### config.mk
export PLATFORM = sky130hd
export DESIGN_NAME = pmm_front
export DESIGN_NICKNAME = d
export VERILOG_FILES = /design/src/design/pmm_pkg.sv /design/src/design/pmm_front.sv
export SDC_FILE = /design/constraint.sdc
export NUM_CORES = 1
export LEC_CHECK = 0
export ABC_CLOCK_PERIOD_IN_PS = 9400
export BUFFER_PORTS_ARGS = -buffer_cell sky130_fd_sc_hd__buf_4
export CAP_MARGIN = 0
export CORE_MARGIN = 3
export CORE_UTILIZATION = 42
export CTS_BUF_LIST = sky130_fd_sc_hd__clkbuf_4
export CTS_CLUSTER_DIAMETER = 120
export DETAILED_ROUTE_END_ITERATION = 6
export GPL_ROUTABILITY_DRIVEN = 0
export GPL_TIMING_DRIVEN = 0
export PLACE_DENSITY = 0.64
export SYNTH_ARGS = -nofsm -noshare
export SYNTH_HDL_FRONTEND = slang
export SYNTH_SLANG_ARGS = --single-unit
### constraint.sdc
create_clock -name clk -period 9.4 [get_ports clk]
set_input_delay 0.94 -clock clk [delete_from_list [all_inputs] [get_ports clk]]
set_output_delay 0.94 -clock clk [all_outputs]
set_load 0.05 [all_outputs]
### src/design/pmm_pkg.sv
// Shared types and constants for the paged memory map with its fixed I/O page.
`default_nettype none
package pmm_pkg;

  localparam int unsigned PHYS_FRAMES = 1024;
  localparam int unsigned FRAME_W = $clog2(PHYS_FRAMES);
  localparam int unsigned CPU_PAGES = 256;
  localparam int unsigned PAGE_W = $clog2(CPU_PAGES);
  localparam int unsigned CNT_W = PAGE_W + 1;
  localparam logic [PAGE_W-1:0] IO_PAGE = 8'hFF;

  // Function codes of an input request.
  localparam logic [2:0] FN_RD_BYTE = 3'd0;
  localparam logic [2:0] FN_RD_WORD = 3'd1;
  localparam logic [2:0] FN_WR_BYTE = 3'd2;
  localparam logic [2:0] FN_WR_WORD = 3'd3;
  localparam logic [2:0] FN_MAP     = 3'd4;
  localparam logic [2:0] FN_UNMAP   = 3'd5;

  // Result target codes.
  localparam logic [1:0] TGT_MEM  = 2'd0;
  localparam logic [1:0] TGT_IO   = 2'd1;
  localparam logic [1:0] TGT_NONE = 2'd2;
  localparam logic [1:0] TGT_MAP  = 2'd3;

  typedef enum logic [2:0] {
    K_MEM,
    K_IO,
    K_MAP,
    K_UNMAP,
    K_NONE
  } pmm_kind_t;

  typedef enum logic [1:0] {
    BK_RUN,
    BK_MAP,
    BK_UNMAP
  } pmm_bk_state_t;

  typedef struct packed {
    logic [2:0]  func;
    logic [15:0] address;
    logic [15:0] write_data;
    logic [9:0]  frame_base;
    logic [7:0]  owner;
    logic [7:0]  page_flags;
    logic [8:0]  page_count;
  } pmm_item_t;

  typedef struct packed {
    logic [1:0]  target;
    logic [17:0] phys_addr;
    logic        write_enable;
    logic        word_access;
    logic [7:0]  io_port;
    logic        io_replicate;
    logic [15:0] store_data;
    logic [8:0]  pages_changed;
  } pmm_result_t;

  // Classified request as it waits in the queue.
  typedef struct packed {
    pmm_kind_t          kind;
    logic               is_word;
    logic               is_write;
    logic [15:0]        addr;
    logic [15:0]        wdata;
    logic [FRAME_W-1:0] frame;
    logic [7:0]         owner;
    logic [7:0]         flags;
    logic [CNT_W-1:0]   pages;
  } pmm_req_t;

  typedef struct packed {
    logic [FRAME_W-1:0] frame;
    logic [7:0]         owner;
    logic [7:0]         flags;
  } pmm_entry_t;

endpackage
`default_nettype wire

### src/design/pmm_front.sv
// Front end: classifies incoming requests and holds them in a two-entry queue.
`default_nettype none
module pmm_front (
  input  wire logic               clk,
  input  wire logic               rst,
  input  wire logic               start,
  input  wire pmm_pkg::pmm_item_t item,
  output logic                    busy,
  input  wire logic               pop,
  output logic                    q_valid,
  output pmm_pkg::pmm_req_t       q_req
);
  import pmm_pkg::*;

  pmm_req_t         cls;
  logic [CNT_W-1:0] avail;
  pmm_req_t         slot [2];
  logic             wr_ptr;
  logic             rd_ptr;
  logic [1:0]       count;
  logic             push;

  always_comb begin
    cls          = '0;
    cls.addr     = item.address;
    cls.wdata    = item.write_data;
    cls.frame    = item.frame_base[FRAME_W-1:0];
    cls.owner    = item.owner;
    cls.flags    = item.page_flags;
    cls.is_word  = (item.func == FN_RD_WORD) || (item.func == FN_WR_WORD);
    cls.is_write = (item.func == FN_WR_BYTE) || (item.func == FN_WR_WORD);
    // A run stops at the last page of the table.
    avail     = CNT_W'(CPU_PAGES) - {1'b0, item.address[15:8]};
    cls.pages = (item.page_count > avail) ? avail : item.page_count;
    case (item.func)
      FN_RD_BYTE, FN_RD_WORD, FN_WR_BYTE, FN_WR_WORD: begin
        if (item.address[15:8] == IO_PAGE) begin
          cls.kind = K_IO;
        end else begin
          cls.kind = K_MEM;
          if (cls.is_word) begin
            cls.addr = {item.address[15:1], 1'b0};
          end
        end
      end
      FN_MAP:   cls.kind = K_MAP;
      FN_UNMAP: cls.kind = K_UNMAP;
      default:  cls.kind = K_NONE;
    endcase
  end

  assign busy    = (count == 2'd2);
  assign push    = start && !busy;
  assign q_valid = (count != 2'd0);
  assign q_req   = slot[rd_ptr];

  always_ff @(posedge clk) begin
    if (push) begin
      slot[wr_ptr] <= cls;
    end
  end

  always_ff @(posedge clk) begin
    if (rst) begin
      wr_ptr <= 1'b0;
      rd_ptr <= 1'b0;
      count  <= 2'd0;
    end else begin
      if (push) begin
        wr_ptr <= !wr_ptr;
      end
      if (pop) begin
        rd_ptr <= !rd_ptr;
      end
      count <= count + 2'(push) - 2'(pop);
    end
  end

endmodule
`default_nettype wire

; ---- Word-level counts from Yosys, hierarchy flattened
; Memory sizes are Yosys's and may differ from the RTL's. A register that Yosys moved wholly into a read port is not among the register bits.
; Cells that the tools add are included.
[word_totals]
reg_bits = 4
inputBits = 74
n_memories = 1
elab_cells = 34
romBits = 0
mem_bits_rw = 144
latch_bits = 0
output_inout_bits = 74
[mem_list]
columns = name, words, width, rd, rd_ports_with_merged_regs, write_ports, line_no
row1 = slot, 2, 72, 1, 1, 1, pmm_front.sv:17  ; pmm_req_t slot [2];
[classes]
div = 0
add_sub_neg = 3
shifts = 0
muxes = 10
eq_ne = 7
multipliers = 0
bitwise = 0
n_reduce_logical = 9
n_lt_le_gt_ge = 1
[op_table]
columns = op, n
row1 = $gt A9 B9 Y1, 1
row2 = $mux W9, 1
row3 = $pmux W3 S3, 1
row4 = $sub A9 B8 Y9 const A, 1
row5 = $eq A8 B8 Y1 const B, 1
row6 = $mux W1, 8
row7 = $eq A3 B2 Y1 const B, 2
row8 = $eq A3 B3 Y1 const B, 2
row9 = $reduce_or A4 Y1, 1
row10 = $eq A3 B1 Y1 const B, 1
row11 = $logic_not A1 Y1, 3
row12 = $logic_not A3 Y1, 1
row13 = $add A2 B1 Y2, 1
row14 = $eq A2 B2 Y1 const B, 1
row15 = $logic_or A1 B1 Y1, 2
row16 = $reduce_bool A2 Y1, 1
row17 = $sub A2 B1 Y2, 1
row18 = $logic_and A1 B1 Y1, 1

; ---- Depth between registers and ports, before layout
[logic_depth]
word_depth = 5
depth_mapped = 11
mapped_depth_nobuf = 10

; ---- Least setup slack after synthesis
; Ideal clock, no wire load.
[synth_path]
path_type = input to register
startpoint = in start
endpoint = mem slot[0][0] (netlist bit), enable pin
cell_stages = 2
arrival_ns = 4.037
setup_slack_ns = 4.860
cell_sequence = nand2_1 > nor2_1
[synth_via]
elab_chain_len = 3
[synth_lines]
columns = element, line_no
row1 = from (decl), pmm_front.sv:6  ; input wire logic start,
row2 = $logic_and A1 B1 Y1, pmm_front.sv:53  ; assign push = start && !busy;
row3 = $mux W1, pmm_front.sv:58  ; if (push) begin
row4 = $mux W1 (not written as such), pmm_front.sv:59  ; slot[wr_ptr] <= cls;
row5 = to (decl), pmm_front.sv:17
; Every way passes these cells.

==> impl_table.tex <==
\begin{tabular}{lr}
\hline
Metric & Value \\
\hline
\multicolumn{2}{l}{\textbf{Worst setup path}} \\
\quad Data required time at the worst endpoint & roughly 8500 ps \\
\quad Buffers \& Inverters on Critical Path & 3 \\
\quad Maximum fanout along the worst path & 10 \\
\quad CP max stage cell & sky130\_fd\_sc\_hd\_\_clkbuf\_1 \\
\quad R2r startpoint & count[0] \\
\quad Arrival @ worst endpoint & approximately 2200 ps \\
\quad Crit path kind & register to primary output \\
\quad CP endpoint kind & primary output \\
\quad Slack of the worst reg-to-reg path & 7410 ps \\
\quad Chain of cells forming the critical path & clkbuf\_1 > buf\_2 > mux2\_2 > buf\_4 \\
\quad CP top delay family & buffers and inverters \\
\quad Crit start category & register \\
\quad Max incr delay on CP & about 400 ps \\
\multicolumn{2}{l}{\textbf{Final layout}} \\
\quad Fillers & 1,093 \\
\quad Layout net count & $\sim$580 \\
\quad Most common library cell in the layout ignoring fill and taps & sky130\_fd\_sc\_hd\_\_buf\_4 \\
\quad Most used cells in the layout excluding fill and tap cells & sky130\_fd\_sc\_hd\_\_buf\_4, sky130\_fd\_sc\_hd\_\_edfxtp\_1, sky130\_fd\_sc\_hd\_\_mux2\_2 \\
\quad Area growth syn-to-layout & 27.8\% \\
\quad Proportion of layout cells with a drive suffix above 1 & between 50 and 60\% \\
\multicolumn{2}{l}{\textbf{Global routing}} \\
\quad Congestion Overflow GR & 0 \\
\quad Antenna violations before repair & 1 \\
\quad Largest net degree at the start of global routing & between 50 and 60 \\
\quad Via count of the first global-routing pass & $\sim$3,500 \\
\quad Overall Global Routing Usage & 15.1\% \\
\quad Global-route wire length before repair & between 15,000 and 20,000 µm \\
\multicolumn{2}{l}{\textbf{Logic synthesis}} \\
\quad Number of warnings issued by yosys & 0 \\
\quad Fraction of the yosys area taken by sequential cells & 74.6\% \\
\quad Synthesized net count & 408 \\
\quad Area of the mapped netlist & 5930 µm² \\
\quad Number of instances in the synthesized netlist & approximately 320 \\
\quad Seq cells post-synth & about 150 \\
\quad Synthesized area per cell & around 18 µm² \\
\quad Count of different cell masters after synthesis & 32 \\
\multicolumn{2}{l}{\textbf{Clock tree}} \\
\quad Post-CTS Setup Repair Bufs & 0 \\
\quad Skew-Pair Late Insertion Delay & 520 ps \\
\quad Hold buffers post-CTS & 0 \\
\quad Number of sinks driven by the clock tree & about 150 \\
\quad TritonCTS clock tree & done \\
\quad Num CTS Buffers & 17 \\
\quad Clock tree buffer depth & 2 \\
\quad Root Driver & sky130\_fd\_sc\_hd\_\_clkbuf\_4 \\
\quad Number of H-tree branching levels & 4 \\
\quad CTS-repair resized insts & 0 \\
\quad Clock slew at reported path FFs & 110 ps \\
\multicolumn{2}{l}{\textbf{Floorplanning}} \\
\quad Number of ports placed on the die boundary & roughly 150 \\
\quad DIE AREA & 15,600 µm² \\
\quad Initial Utilization & around 44\% \\
\quad Die Ht & around 120 µm \\
\quad Core Rows & 42 \\
\quad Core outline area & between 10,000 and 15,000 µm² \\
\quad Floorplan die width & $\sim$120 µm \\
\multicolumn{2}{l}{\textbf{Timing}} \\
\quad Final period demand of the worst path & 3140 ps \\
\quad Fmax & 319 MHz \\
\quad Skew final & around 10 ps \\
\quad Fraction of the cycle the final worst path needs & about 33\% \\
\quad Number of max-slew violations in the final report & 0 \\
\quad Fin Setup TNS & 0 ps \\
\quad Min Hold Slack & 524 ps \\
\quad Number of hold violations in the final report & 0 \\
\quad Slew @ Worst Pin & 896 ps \\
\quad Number of setup violations in the final report & 0 \\
\quad Max-slew headroom & 40.1\% \\
\quad Setup repair after global routing missed its margin & false \\
\multicolumn{2}{l}{\textbf{Power}} \\
\quad IR drop worst, VDD & 110 µV \\
\quad Ratio of total power to cell area & between 200 and 250 nW/µm² \\
\quad Leakage power total & between 0.002 and 0.003 µW \\
\multicolumn{2}{l}{\textbf{Drt}} \\
\quad Post-DR vias/cell & 4.98 \\
\quad \# DRC & 0 \\
\quad Total via count in the routed design & about 3,400 \\
\quad DRT iter0 DRCs & around 210 \\
\quad Average wire length per cell after detail routing & roughly 17 µm \\
\quad TritonRoute pass-1 iters & 4 \\
\quad Overall routed net length & 11,400 µm \\
\quad ANT nets after route & 0 \\
\multicolumn{2}{l}{\textbf{Status}} \\
\quad Run status & finished, final reports clean \\
\multicolumn{2}{l}{\textbf{Hold path}} \\
\quad Class of the tightest hold or removal check & register to register \\
\quad Hold path start & rd\_ptr \\
\multicolumn{2}{l}{\textbf{Placement}} \\
\quad Quantity of I/O buffers inserted on ports & approximately 150 \\
\quad Detailed Place HPWL & about 8100 µm \\
\multicolumn{2}{l}{\textbf{Run}} \\
\quad \# Max-Cap Violations & 0 \\
\hline
\end{tabular}
final timing paths:
check                end  cells past startpoint
min reg2reg       rd_ptr                      2
min               rd_ptr                      2
max reg2reg  slot[0][60]                      4
max            q_req[57]                      4
where the power goes:
part / switching, µW / internal (µW) / total (µW)
Combinational: 397 / 197 / 594
Sequential: 21.9 / 852 / 874
Clock: 208 / 131 / 339
flip-flops by register name, summed over array words and instances, names as in the netlist, named ones only:
register and cells:
count 2, rd_ptr 1, slot 144, wr_ptr 1
through the flow:
stage	power [µW]	instances	util (%)	instance area [µm²]	worst slack, ps
floorplan	1300	321	-	5930	4860
global placement	1480	644	53.7	7250	2870
detailed placement	1490	647	54.3	7340	5920
CTS	1830	678	56.0	7570	6110
global route	1890	679	56.1	7570	6050
finish	1810	679	56.1	7570	6260
metal layers:
metal	vias to the layer above	wire, µm	part of all wire [%]	GRT usage (%)
met5	-	0	0	0
met4	0	226	2.0	6.00
met3	18	804	7.0	5.57
met2	119	5560	49	24.4
met1	1649	4840	42	18.5
li1	1593	-	-	-
layout make-up:
type | count | area [µm²] | area share, %
sequential | 149 | 4420 | 58.4
multi-input combinational | 156 | 1440 | 19.0
timing repair buffer | 150 | 1180 | 15.6
tap | 176 | 220 | 2.91
clock buffer | 19 | 143 | 1.88
clock inverter | 12 | 88.8 | 1.17
buffer | 10 | 51.3 | 0.677
inverter | 6 | 22.5 | 0.297
antenna | 1 | 2.50 | 0.0330
Yosys cell counts:
cell,n,area [µm²]
sky130_fd_sc_hd__xnor2_1,5,43.8
sky130_fd_sc_hd__buf_4,1,7.51
sky130_fd_sc_hd__buf_2,8,40.0
sky130_fd_sc_hd__nor2_1,7,26.3
sky130_fd_sc_hd__a21oi_1,5,25.0
sky130_fd_sc_hd__nand2b_1,1,6.26
sky130_fd_sc_hd__edfxtp_1,144,4320
sky130_fd_sc_hd__nor3_1,2,10.0
sky130_fd_sc_hd__mux2_2,72,811
sky130_fd_sc_hd__mux2_4,1,15.0
sky130_fd_sc_hd__nor2b_1,4,25.0
sky130_fd_sc_hd__nor2_2,1,6.26
sky130_fd_sc_hd__o21ai_0,8,40.0
sky130_fd_sc_hd__ha_1,13,163
sky130_fd_sc_hd__or2_2,1,6.26
sky130_fd_sc_hd__and4_1,1,8.76
sky130_fd_sc_hd__nor4_1,1,6.26
sky130_fd_sc_hd__xor2_1,5,43.8
sky130_fd_sc_hd__nor3b_2,1,12.5
sky130_fd_sc_hd__nand3_1,2,10.0
sky130_fd_sc_hd__nor4_4,1,21.3
sky130_fd_sc_hd__dfxtp_1,5,100
sky130_fd_sc_hd__nor3b_1,1,7.51
sky130_fd_sc_hd__and2_1,2,12.5
sky130_fd_sc_hd__nand4_1,2,12.5
sky130_fd_sc_hd__o31ai_1,8,60.1
sky130_fd_sc_hd__clkbuf_1,1,3.75
sky130_fd_sc_hd__inv_1,6,22.5
sky130_fd_sc_hd__and3_1,1,6.26
sky130_fd_sc_hd__mux2i_1,1,10.0
sky130_fd_sc_hd__nand2_1,8,30.0
sky130_fd_sc_hd__o21ai_1,2,10.0
cell families (layout without fill, tap and decap cells):
logic type,after synthesis,in the layout,synth area share [%]
other cells,0,1,0
compound gates,23,23,2.28
flops,149,149,74.6
xor+xnor,10,10,1.48
buf+inv,16,197,1.25
fa+ha+maj,13,13,2.74
simple gates,36,36,3.50
mux,74,74,14.1
worst register-to-register path, cell delays in order (launching register included):
cell and delay [ps]:
sky130_fd_sc_hd__dfxtp_1 370, sky130_fd_sc_hd__nand2b_1 150, sky130_fd_sc_hd__nand2_1 150, sky130_fd_sc_hd__nor2_4 710, sky130_fd_sc_hd__buf_12 290
Power figures use the tool's default switching activity.
